`src/sv/text_console_cell_writer_unit_defines.svh`:
```
// Assertion macros for the text console cell writer.
// Used by the modules that carry concurrent checks; needs clk and arst_n in scope.
`ifndef TEXT_CONSOLE_CELL_WRITER_UNIT_DEFINES_SVH
`define TEXT_CONSOLE_CELL_WRITER_UNIT_DEFINES_SVH

// same-cycle implication, off while reset is asserted
`define TCCW_ASSERT_HOLDS(lbl, ante, cons, msg) \
	lbl: assert property (@(posedge clk) disable iff (!arst_n) (ante) |-> (cons)) \
		else $error(msg);

// next-cycle implication, off while reset is asserted
`define TCCW_ASSERT_NEXT(lbl, ante, cons, msg) \
	lbl: assert property (@(posedge clk) disable iff (!arst_n) (ante) |=> (cons)) \
		else $error(msg);

`endif

```
`src/sv/tccw_pkg.sv`:
```
// Shared types, constants and helpers for the text console cell writer.
// No dependencies; imported by the top, front and back modules of the block.
package tccw_pkg;

	// screen geometry
	localparam int ROWS    = 25;
	localparam int COLUMNS = 80;
	localparam int CELLS   = ROWS * COLUMNS;
	localparam int RW      = $clog2(ROWS);
	localparam int CW      = $clog2(COLUMNS + 1);
	localparam int AW      = $clog2(CELLS);

	// field widths
	localparam int CODE_W  = 8;
	localparam int PEN_W   = 4;
	localparam int CELL_W  = CODE_W + 2 * PEN_W;
	localparam int RROW_W  = 5;
	localparam int RCOL_W  = 7;
	localparam int CROW_W  = 5;
	localparam int CCOL_W  = 7;
	localparam int TYPE_W  = 2;
	localparam int CFG_IDX_W = 1;

	// queues
	localparam int CQ_DEPTH = 4;
	localparam int CQ_PW    = $clog2(CQ_DEPTH);
	localparam int CQ_CW    = $clog2(CQ_DEPTH + 1);
	localparam int OQ_DEPTH = 2;
	localparam int OQ_PW    = $clog2(OQ_DEPTH);
	localparam int OQ_CW    = $clog2(OQ_DEPTH + 1);

	// character codes
	localparam logic [CODE_W-1:0] CODE_LF    = 8'd10;
	localparam logic [CODE_W-1:0] CODE_CR    = 8'd13;
	localparam logic [CODE_W-1:0] CODE_BS    = 8'd8;
	localparam logic [CODE_W-1:0] CODE_TAB   = 8'd9;
	localparam logic [CODE_W-1:0] CODE_SPACE = 8'd32;
	localparam int TAB_STOP = 8;

	// request types
	localparam logic [TYPE_W-1:0] REQ_PUT   = 2'd0;
	localparam logic [TYPE_W-1:0] REQ_READ  = 2'd1;
	localparam logic [TYPE_W-1:0] REQ_CLEAR = 2'd2;

	// register indexes
	localparam logic [CFG_IDX_W-1:0] REG_PEN_FG = 1'b0;
	localparam logic [CFG_IDX_W-1:0] REG_PEN_BG = 1'b1;

	// reset colors
	localparam logic [PEN_W-1:0] RESET_FG = 4'd7;
	localparam logic [PEN_W-1:0] RESET_BG = 4'd0;

	typedef struct packed {
		logic [TYPE_W-1:0] req_type;
		logic [CODE_W-1:0] char_byte;
		logic [RROW_W-1:0] read_row;
		logic [RCOL_W-1:0] read_column;
	} req_t;

	typedef struct packed {
		logic [CODE_W-1:0] cell_code;
		logic [PEN_W-1:0]  cell_fg;
		logic [PEN_W-1:0]  cell_bg;
		logic [CROW_W-1:0] cursor_row_out;
		logic [CCOL_W-1:0] cursor_col_out;
		logic              scrolled;
	} res_t;

	typedef struct packed {
		logic [PEN_W-1:0] fg;
		logic [PEN_W-1:0] bg;
	} pen_t;

	typedef enum logic [2:0] {
		OP_NOP,
		OP_PUT,
		OP_LF,
		OP_CR,
		OP_BS,
		OP_TAB,
		OP_READ,
		OP_CLEAR
	} op_t;

	// classified command handed from front to back
	typedef struct packed {
		op_t               op;
		logic [CODE_W-1:0] code;
		logic [RROW_W-1:0] rrow;
		logic [RCOL_W-1:0] rcol;
		logic              read_ok;
	} cmd_t;

	typedef enum logic [2:0] {
		ST_INIT,
		ST_IDLE,
		ST_EXEC,
		ST_BLANK,
		ST_CLEAR,
		ST_ADDR,
		ST_ACCESS,
		ST_DONE
	} state_t;

	// cell layout: bg in the top nibble, fg next, code in the low byte
	function automatic logic [CELL_W-1:0] make_cell(logic [CODE_W-1:0] code,
			logic [PEN_W-1:0] fg, logic [PEN_W-1:0] bg);
		return {bg, fg, code};
	endfunction

endpackage

```
`src/sv/tccw_front.sv`:
```
// Front end: accepts requests, classifies them and queues the commands.
// Depends on tccw_pkg.
module tccw_front import tccw_pkg::*; (
	input  logic clk,
	input  logic arst_n,
	input  logic push,
	output logic full,
	input  req_t request,
	input  logic hold,
	output logic cmd_valid,
	output cmd_t cmd,
	input  logic cmd_pop
);

	cmd_t             cq_mem_q [CQ_DEPTH];
	logic [CQ_PW-1:0] cq_wr_q;
	logic [CQ_PW-1:0] cq_rd_q;
	logic [CQ_CW-1:0] cq_cnt_q;
	cmd_t             cls;
	logic             accept;

	// decode request into a command
	always_comb begin
		cls.code    = request.char_byte;
		cls.rrow    = request.read_row;
		cls.rcol    = request.read_column;
		cls.read_ok = (32'(request.read_row) < ROWS) && (32'(request.read_column) < COLUMNS);
		case (request.req_type)
			REQ_PUT: begin
				case (request.char_byte)
					CODE_LF:  cls.op = OP_LF;
					CODE_CR:  cls.op = OP_CR;
					CODE_BS:  cls.op = OP_BS;
					CODE_TAB: cls.op = OP_TAB;
					default:  cls.op = OP_PUT;
				endcase
			end
			REQ_READ:  cls.op = OP_READ;
			REQ_CLEAR: cls.op = OP_CLEAR;
			default:   cls.op = OP_NOP;
		endcase
	end

	assign full      = (cq_cnt_q == CQ_CW'(CQ_DEPTH)) || hold;
	assign accept    = push && !full;
	assign cmd_valid = (cq_cnt_q != '0);
	assign cmd       = cq_mem_q[cq_rd_q];

	// command queue pointers
	always_ff @(posedge clk or negedge arst_n) begin
		if (!arst_n) begin
			cq_wr_q  <= '0;
			cq_rd_q  <= '0;
			cq_cnt_q <= '0;
		end else begin
			if (accept) begin
				cq_wr_q <= (cq_wr_q == CQ_PW'(CQ_DEPTH - 1)) ? '0 : cq_wr_q + CQ_PW'(1);
			end
			if (cmd_pop) begin
				cq_rd_q <= (cq_rd_q == CQ_PW'(CQ_DEPTH - 1)) ? '0 : cq_rd_q + CQ_PW'(1);
			end
			case ({accept, cmd_pop})
				2'b10:   cq_cnt_q <= cq_cnt_q + CQ_CW'(1);
				2'b01:   cq_cnt_q <= cq_cnt_q - CQ_CW'(1);
				default: cq_cnt_q <= cq_cnt_q;
			endcase
		end
	end

	// command queue storage
	always_ff @(posedge clk) begin
		if (accept) begin
			cq_mem_q[cq_wr_q] <= cls;
		end
	end

endmodule

```
`config.mk`:
```
export PLATFORM = sky130hd
export DESIGN_NAME = tccw_front
export DESIGN_NICKNAME = d
export VERILOG_FILES = /design/src/sv/text_console_cell_writer_unit_defines.svh /design/src/sv/tccw_pkg.sv /design/src/sv/tccw_front.sv
export SDC_FILE = /design/constraint.sdc
export NUM_CORES = 1
export LEC_CHECK = 0
export ABC_AREA = 1
export BUFFER_PORTS_ARGS = -buffer_cell sky130_fd_sc_hd__buf_2
export CAP_MARGIN = 15
export CORE_MARGIN = 2
export CORE_UTILIZATION = 40
export CTS_BUF_LIST = sky130_fd_sc_hd__clkbuf_4 sky130_fd_sc_hd__clkbuf_8
export DETAILED_ROUTE_END_ITERATION = 6
export GPL_TIMING_DRIVEN = 0
export PLACE_DENSITY = 0.56
export SYNTH_ARGS = -nofsm -noshare
export SYNTH_HDL_FRONTEND = slang
export SYNTH_SLANG_ARGS = --single-unit
```
`constraint.sdc`:
```
create_clock -name clk -period 4.72 [get_ports clk]
set_input_delay 0.472 -clock clk [delete_from_list [all_inputs] [get_ports clk]]
set_output_delay 0.472 -clock clk [all_outputs]
set_load 0.005 [all_outputs]
```
Word level (Yosys, flattened, before mapping)
Memory sizes are Yosys's and may differ from the RTL's.
Index checks and enable logic that the tools add are counted.
Operators by class
  add/sub/neg operators: 4
  multiplexer cells: 7
  equality and inequality tests: 11
  reduce and logical (&&, ||, !) cells: 7
  $lt $le $gt $ge: 2
Operators by type and width (number)
  $eq A8 B4 Y1 const B: 4
  $pmux W3 S4: 1
  $pmux W3 S3: 1
  $eq A2 B2 Y1 const B: 4
  $lt A7 B7 Y1 const B: 1
  $pmux W3 S2: 1
  $lt A5 B5 Y1 const B: 1
  $add A2 B1 Y2 const B: 2
  $eq A2 B1 Y1 const B: 2
  $mux W2: 2
  $add A3 B1 Y3 const B: 1
  $eq A3 B3 Y1 const B: 1
  $reduce_bool A3 Y1: 1
  $sub A3 B1 Y3 const B: 1
  $logic_and A1 B1 Y1: 2
  $logic_not A2 Y1: 1
  $mux W1: 2
  $reduce_bool A2 Y1: 1
  $logic_not A1 Y1: 1
  $logic_or A1 B1 Y1: 1
Storage, ports and cells
  output and inout port bits: 26
  bits in writable memories: 96
  register bits after elaboration: 7
  memories: 1
  logic and storage cells: 35
  input bits: 27
Memories
  cq_mem_q: words 4, width 24, read ports 1, clocked after Yosys merged registers in 0, wr ports 1, RTL line tccw_front.sv:15  | cmd_t cq_mem_q [CQ_DEPTH];

Depth between registers and ports, before layout
Gate-level depths: netlist of run 1.
  depth after elaboration: 6
  mapped depth: 9
  mapped depth without buffers: 9

Worst setup path after synthesis of run 1
Ideal clock, no wire load.
  path type: input -> register
  start: input port hold
  end: memory cq_mem_q[0][0] in the netlist's numbering (enable)
  required time: 4.315 ns
  stages: 3
  library setup time: 0.405 ns
  slack: 2.572 ns
  path buffers: 0
  data arrival time: 1.743 ns
  path through: inv_1 > nand3_2 > nor2_1
On the way
  cells in the longest elaborated chain, start to end: 5
RTL lines
  start, declared: RTL line tccw_front.sv:9  | input logic hold,
  $logic_or A1 B1 Y1: RTL line tccw_front.sv:44  | assign full = (cq_cnt_q == CQ_CW'(CQ_DEPTH)) || hold;
  $logic_not A1 Y1: RTL line tccw_front.sv:45  | assign accept = push && !full;
  $logic_and A1 B1 Y1: RTL line tccw_front.sv:45
  $mux W1: RTL line tccw_front.sv:72  | if (accept) begin
  $mux W1 (implied by the code): RTL line tccw_front.sv:73  | cq_mem_q[cq_wr_q] <= cls;
  end, declared: RTL line tccw_front.sv:15
Every way passes these cells.

==> out/results.ini, run 1 <==
[cells_and_area]
fin_cells=528
drive_gt1_share_pct=23.7
ff_latch_area_sq_mm=0.00306
areaGrowthSynthToFinish_pct=17.0
fillers=908
multi_input_area_sq_um=945
num_antenna_cells=0
nets=423
final_area_sq_mm=0.00486

[clock_network]
cts_resized=0
cts_made_buffers=9
htreeDepth=3
cts.sinks=103
cts_tree=built
cts-root-buf=clkbuf_8
cts_buffer_depth=2
insertion_delay_ps=360
clkTransAtPathRegs_ps=90

[synthesis]
yosys-top-cells-area=edfxtp_1 (69%), nor2_1 (5.6%), dfrtp_1 (4.2%)
ys_types=23
yosysTopAreaCellShare_pct=69.4
yosysSeqAreaShare_pct=73.6
synth_seq_cells=103
synth_top_area_cell=edfxtp_1
yosysWarnings=0
syn_inst=321
avgSynthCellArea_sq_um=12.9
syn_area_sq_mm=0.00416
syn_nets=357

[critical_path]
critPathLaunchType=flip-flop
critPathCaptureType=output port
r2r_end=cq_cnt_q[2]
cp.required_ps=4250
worstRegToRegCells=8
path_class=flip-flop to output port
crit-reg2reg-launch=cq_cnt_q[0]
critPathMaxFanout=10
crit_start=cq_rd_q[0]
rrSetupSlack_ps=2670
cp.arrival_ps=1880

[worst_hold_path]
worstHoldStart=request[2]
worstHoldPathType=primary input to flip-flop
holdPathStages=1
whs_endpoint=cq_mem_q[3][3]

[timing]
post-route-period-util_pct=49.8
min_period_ps=2350
whs_ps=320
rsz0062_at_grt=no
fmax_mhz=426
finalSetupViolations=0
worstMarginPinSlew_ps=847
tns_ps=0
fin_skew_ps=5.25
slew_violations=0
slew_headroom_pct=43.4
finalHoldViolCount=0

[place]
place.gp.congestion=0.707
dpl-instance-area_sq_mm=0.00465
port_buffers=52
dp_hpwl_um=5350
placed_cells=511

[drt]
drt_wl_total_um=8550
via_per_inst=4.93
num_vias=2603
drt-initial-drc-count=119
drc_errors=0
drt-wirelength-per-cell_um=16.2
drt_pass1_iterations=6
drtAntennaViolNets=0

[die]
fp-row-count=37
dieArea_sq_mm=0.0112
die_w_um=106
core_area_sq_mm=0.0102
initial_utilization_pct=40.8
io-pin-count=53
die_h_um=106

[power_and_ir_drop]
p_per_area_mw_per_mm2=527
leakage_uw=0.00179
peakVddDrop_v=0.000193

[global_routing]
grt_first_pass_wirelength_um=13200
antenna_found_initial=0
grt_pass1_vias=2487
grtUsageTotal_pct=16.0
overflow=0
grt_max_degree=25

[run_status]
outcome=completed

[run]
drv_cap=0

-- kinds of logic (layout without fill, tap and decap cells) --
kind of cell | count (synthesis) | after routing | synth area share, %
flops | 103 | 103 | 73.6
xor+xnor | 2 | 2 | 0.422
simple gates | 86 | 86 | 8.16
buf+inv | 38 | 109 | 4.15
fa+ha+maj | 9 | 9 | 2.89
compound gates | 83 | 83 | 10.8
-- how the worst max path moves through the flow --
stage and endpoint:
2_1_floorplan cq_mem_q[0][0], 3_3_place_gp cq_mem_q[0][11], 3_5_place_dp cq_cnt_q[2], 4_1_cts cmd[16], 5_1_grt cmd[16], 6_report cmd[17]
-- metal layers --
layer  share of wire (%)  routed length [um]  GRT usage [%]  vias to the layer above
li1                    -                   -              -                     1291
met1                  45                3840           21.3                     1228
met2                  48                4130           26.0                       72
met3                 5.0                 428           2.76                       12
met4                 1.7                 145           6.95                        0
met5                   0                   0              0                        -
-- power breakdown --
| part | switching [uW] | internal [uW] | leakage [uW] |
|---|---|---|---|
| sequential | 53.1 | 1120 | 0.000953 |
| clock | 300 | 254 | 0.0000961 |
| combinational | 518 | 318 | 0.000744 |
| total | 871 | 1690 | 0.00179 |
-- state kept, by name (all words and copies together), names as in the netlist --
name and flops:
cq_mem_q 96, cq_cnt_q 3, cq_rd_q 2, cq_wr_q 2
-- cell usage after synthesis, drive strengths merged --
cell type and count:
clkbuf 1, nand3 6, o21a 1, a21oi 6
buf 13, xor2 1, o21ai 52, o22ai 24
nor3 1, nand2 16, edfxtp 96, inv 24
dfrtp 7, xnor2 1, ha 8, nor2 63
fa 1
-- metrics by stage --
step | util [%] | setup WS (ps) | total power, uW
after floorplan | - | 2570 | 1680
after global placement | 45.0 | 1530 | 2010
after detailed placement | 45.6 | 2600 | 2050
after CTS | 47.7 | 2410 | 2590
after global routing | 47.7 | 2310 | 2720
final | 47.7 | 2370 | 2560
-- layout make-up --
cell class              instances  area share, %
well taps                     136           3.50
flip-flops and latches        103           62.9
multi-input cells             180           19.4
inverters                      24           1.85
plain buffers                  14           1.70
clock buffers                  10           2.70
clock inverters                 6           1.47
repair buffers                 55           6.44
-- critical path, cell delays in order, from the launching register on --
cell and delay, ps:
dfrtp_1 470, inv_2 100, clkbuf_1 450, o21ai_0 190
o22ai_1 150, buf_2 140
-- placed cells by master, fill, tap and decap left out, types with 2 or more instances in the layout --
cell        count
edfxtp_1       96
buf_2          61
nor2_1         58
o21ai_1        35
o22ai_1        24
inv_1          20
o21ai_0        17
nand2_1        16
clkbuf_8        9
ha_1            8
dfrtp_1         7
a21oi_1         6
nand3_1         5
inv_2           4
nor2_2          3
buf_4           3
clkinv_4        3
nor2_4          2
clkinvlp_4      2
-- repair_timing --
action	CTS	global route
hold endpoints to repair	7	0
hold buffers	1	0
buffers inserted	0	0
No activity file was read; power rests on OpenSTA's default activity.
==> run 2, diff against run 1 <==
--- a/config.mk
+++ b/config.mk
@@ -13,7 +13,7 @@
 export CTS_BUF_LIST = sky130_fd_sc_hd__clkbuf_4 sky130_fd_sc_hd__clkbuf_8
 export DETAILED_ROUTE_END_ITERATION = 6
 export GPL_TIMING_DRIVEN = 0
-export PLACE_DENSITY = 0.56
+export PLACE_DENSITY = 0.58
 export SYNTH_ARGS = -nofsm -noshare
 export SYNTH_HDL_FRONTEND = slang
 export SYNTH_SLANG_ARGS = --single-unit
==> constraint.sdc (replaced) <==
create_clock -name clk -period 1.9 [get_ports clk]
set_input_delay 0.19 -clock clk [delete_from_list [all_inputs] [get_ports clk]]
set_output_delay 0.19 -clock clk [all_outputs]
set_load 0.005 [all_outputs]
==> out/results.ini, run 2 (same netlist as run 1, synthesis figures left out) <==
[run]
drv_cap=0  ; unchanged

[place]
pre_cts_ws_ps=-142  ; -2750 ps
dpl-instance-area_sq_mm=0.00468  ; +0.73%
port_buffers=52  ; unchanged
dp_hpwl_um=5710  ; +6.8%
place.gp.congestion=0.709  ; +0.27%

[die]
fp-row-count=37  ; unchanged
die_w_um=106  ; unchanged
core_area_sq_mm=0.0102  ; unchanged
dieArea_sq_mm=0.0112  ; unchanged
initial_utilization_pct=40.8  ; unchanged
io-pin-count=53  ; unchanged
die_h_um=106  ; unchanged

[power_and_ir_drop]
leakage_uw=0.00184  ; +2.8%
peakVddDrop_v=0.000524  ; +170%
p_per_area_mw_per_mm2=1320  ; +150%

[timing]
finalHoldViolCount=0  ; unchanged
worstMarginPinSlew_ps=525  ; -322 ps
post-route-period-util_pct=94.8
slew_headroom_pct=64.9  ; +22 points
finalSetupViolations=0  ; unchanged
layout_setup_ws_ps=98.1  ; -2270 ps
slew_violations=0  ; unchanged
rsz0062_at_grt=yes
fmax_mhz=555
fin_skew_ps=9.07  ; +3.82 ps
min_period_ps=1800

[clock_network]
cts-root-buf=clkbuf_8
cts_buffer_depth=2  ; unchanged
htreeDepth=3  ; unchanged
cts_made_buffers=9  ; unchanged
clkTransAtPathRegs_ps=90  ; about the same
cts_tree=built
insertion_delay_ps=370  ; about the same
cts.sinks=103  ; unchanged

[global_routing]
grt_first_pass_wirelength_um=14200  ; +7.8%
grt_max_degree=25  ; unchanged
overflow=0  ; unchanged
antenna_found_initial=0  ; unchanged
grtUsageTotal_pct=17.0  ; +0.96 points
grt_pass1_vias=2673  ; +7.5%

[cells_and_area]
fillers=926  ; +2.0%
final_common_cell=edfxtp_1
regMostFlops=cq_mem_q
largest_register_ffs=96  ; unchanged
areaGrowthSynthToFinish_pct=20.5
drive_gt1_share_pct=27.7  ; +4.0 points
nets=432  ; +2.1%
layout_common_cells=edfxtp_1 (96), nor2_1 (58), buf_2 (58)
num_antenna_cells=0  ; unchanged
top_regs=cq_mem_q x96, cq_cnt_q x3
post-route-util_pct=49.2  ; +1.4 points
final_area_sq_mm=0.00501  ; +3.0%

[drt]
via_per_inst=4.99  ; +1.3%
drt-wirelength-per-cell_um=17.1  ; +5.4%
drc_errors=0  ; unchanged
drt_pass1_iterations=4  ; -2
drtAntennaViolNets=0  ; unchanged
drt-initial-drc-count=126  ; +5.9%
num_vias=2681  ; +3.0%
drt_wl_total_um=9160  ; +7.2%

[worst_hold_path]
worstHoldStart=request[0]
worstHoldPathType=primary input to flip-flop
holdPathStages=1  ; unchanged
whs_endpoint=cq_mem_q[3][1]

[critical_path]
critPathMaxFanout=7  ; -3
path_class=flip-flop to flip-flop
cp.arrival_ps=2050  ; +170 ps
path_cells=inv_2 > nand3_2 > nand3_4 > ha_2 > fa_2 > a21oi_2 > o21ai_0 > xor2_1
crit-reg2reg-launch=cq_cnt_q[1]
critPathSlowestCell=dfrtp_1
rrSetupSlack_ps=100  ; -2570 ps
critPathCaptureType=flip-flop
critPathLaunchType=flip-flop
worstRegToRegCells=8  ; unchanged
cp.required_ps=2150  ; -2100 ps
critPathMaxStageDelay_ps=380  ; -90 ps
r2r_end=cq_cnt_q[2]

[run_status]
outcome=completed

[run 2: changes by cell type in the layout (fill, tap and decap cells not counted), moves of 2 or more]
cell        change
o22ai_1         -2
nor2_4          +2
clkinv_4        -3
buf_2           -3
clkbuf_4        +2
clkinvlp_4      +2
dfrtp_1         -2
o22ai_2         +2
buf_4           +8
dfrtp_2         +2
[run 2: worst max-delay path: cells and delay by family (launching register included)]
| kind | cells | cell delay (ps) |
|---|---|---|
| AOI/OAI and AO/OA | 2 | 250 |
| DFF | 1 | 380 |
| adders and majority gates | 2 | 580 |
| buffers and inverters | 1 | 60 |
| and+or+nand+nor | 2 | 240 |
| xor gates and xnor gates | 1 | 160 |
[run 2: worst max path at each step]
| stage | start | endpoint | slack [ps] |
|---|---|---|---|
| floorplan | cq_cnt_q[0] | cq_mem_q[0][0] | -240 |
| global placement | cq_cnt_q[0] | cq_mem_q[3][11] | -1130 |
| detailed placement | cq_cnt_q[0] | cq_cnt_q[2] | -140 |
| CTS | cq_cnt_q[1] | cq_cnt_q[2] | -90 |
| global route | cq_cnt_q[0] | cq_cnt_q[2] | -20 |
| finish | cq_cnt_q[1] | cq_cnt_q[2] | 100 |
[run 2: timing repair]
item,4_1_cts,5_1_grt
gates resized for setup,5,15
endpoints found under the setup margin,62,73
endpoints found under the hold margin,7,0
hold buffers,1,0
gates cloned,0,1
pin swaps,1,3
buffers inserted,1,6
[run 2: routing by layer]
| metal | share of wire, % | vias up | routed length [um] | track usage (%) |
|---|---|---|---|---|
| met5 | 0 | - | 0 | 0 |
| met4 | 1.4 | 0 | 128 | 5.45 |
| met1 | 45 | 1304 | 4150 | 22.8 |
| met3 | 4.8 | 12 | 442 | 3.25 |
| li1 | - | 1302 | - | - |
| met2 | 48 | 63 | 4440 | 27.9 |
[run 2: power breakdown]
group          total (uW)  switching, uW  leakage, uW  internal, uW
combinational        2300           1390     0.000805           908
sequential           2900            116     0.000951          2790
clock                1390            758    0.0000886           628
[run 2: area by class of cell]
cell class | instances | area [sq um] | share of cell area (%)
Timing Repair Buffer | 64 | 404 | 8.07
Clock buffer | 10 | 131 | 2.62
Inverter | 24 | 90.1 | 1.80
Tap cell | 136 | 170 | 3.40
Sequential cell | 103 | 3060 | 61.1
Clock inverter | 6 | 68.8 | 1.37
Buffer | 13 | 86.3 | 1.72
Multi-Input combinational cell | 181 | 995 | 19.9
[run 2: through the flow]
stage | cells | TNS [ps] | total power (uW) | hold WS [ps]
finish | 537 | 0 | 6590 | 45.5
global route | 537 | -21.9 | 7020 | 26.4
CTS | 531 | -1540 | 6510 | 41.4
detailed placement | 513 | -4000 | 5110 | 42.3
global placement | 509 | -104320 | 4990 | 39.9
floorplan | 321 | -22730 | 4170 | -106
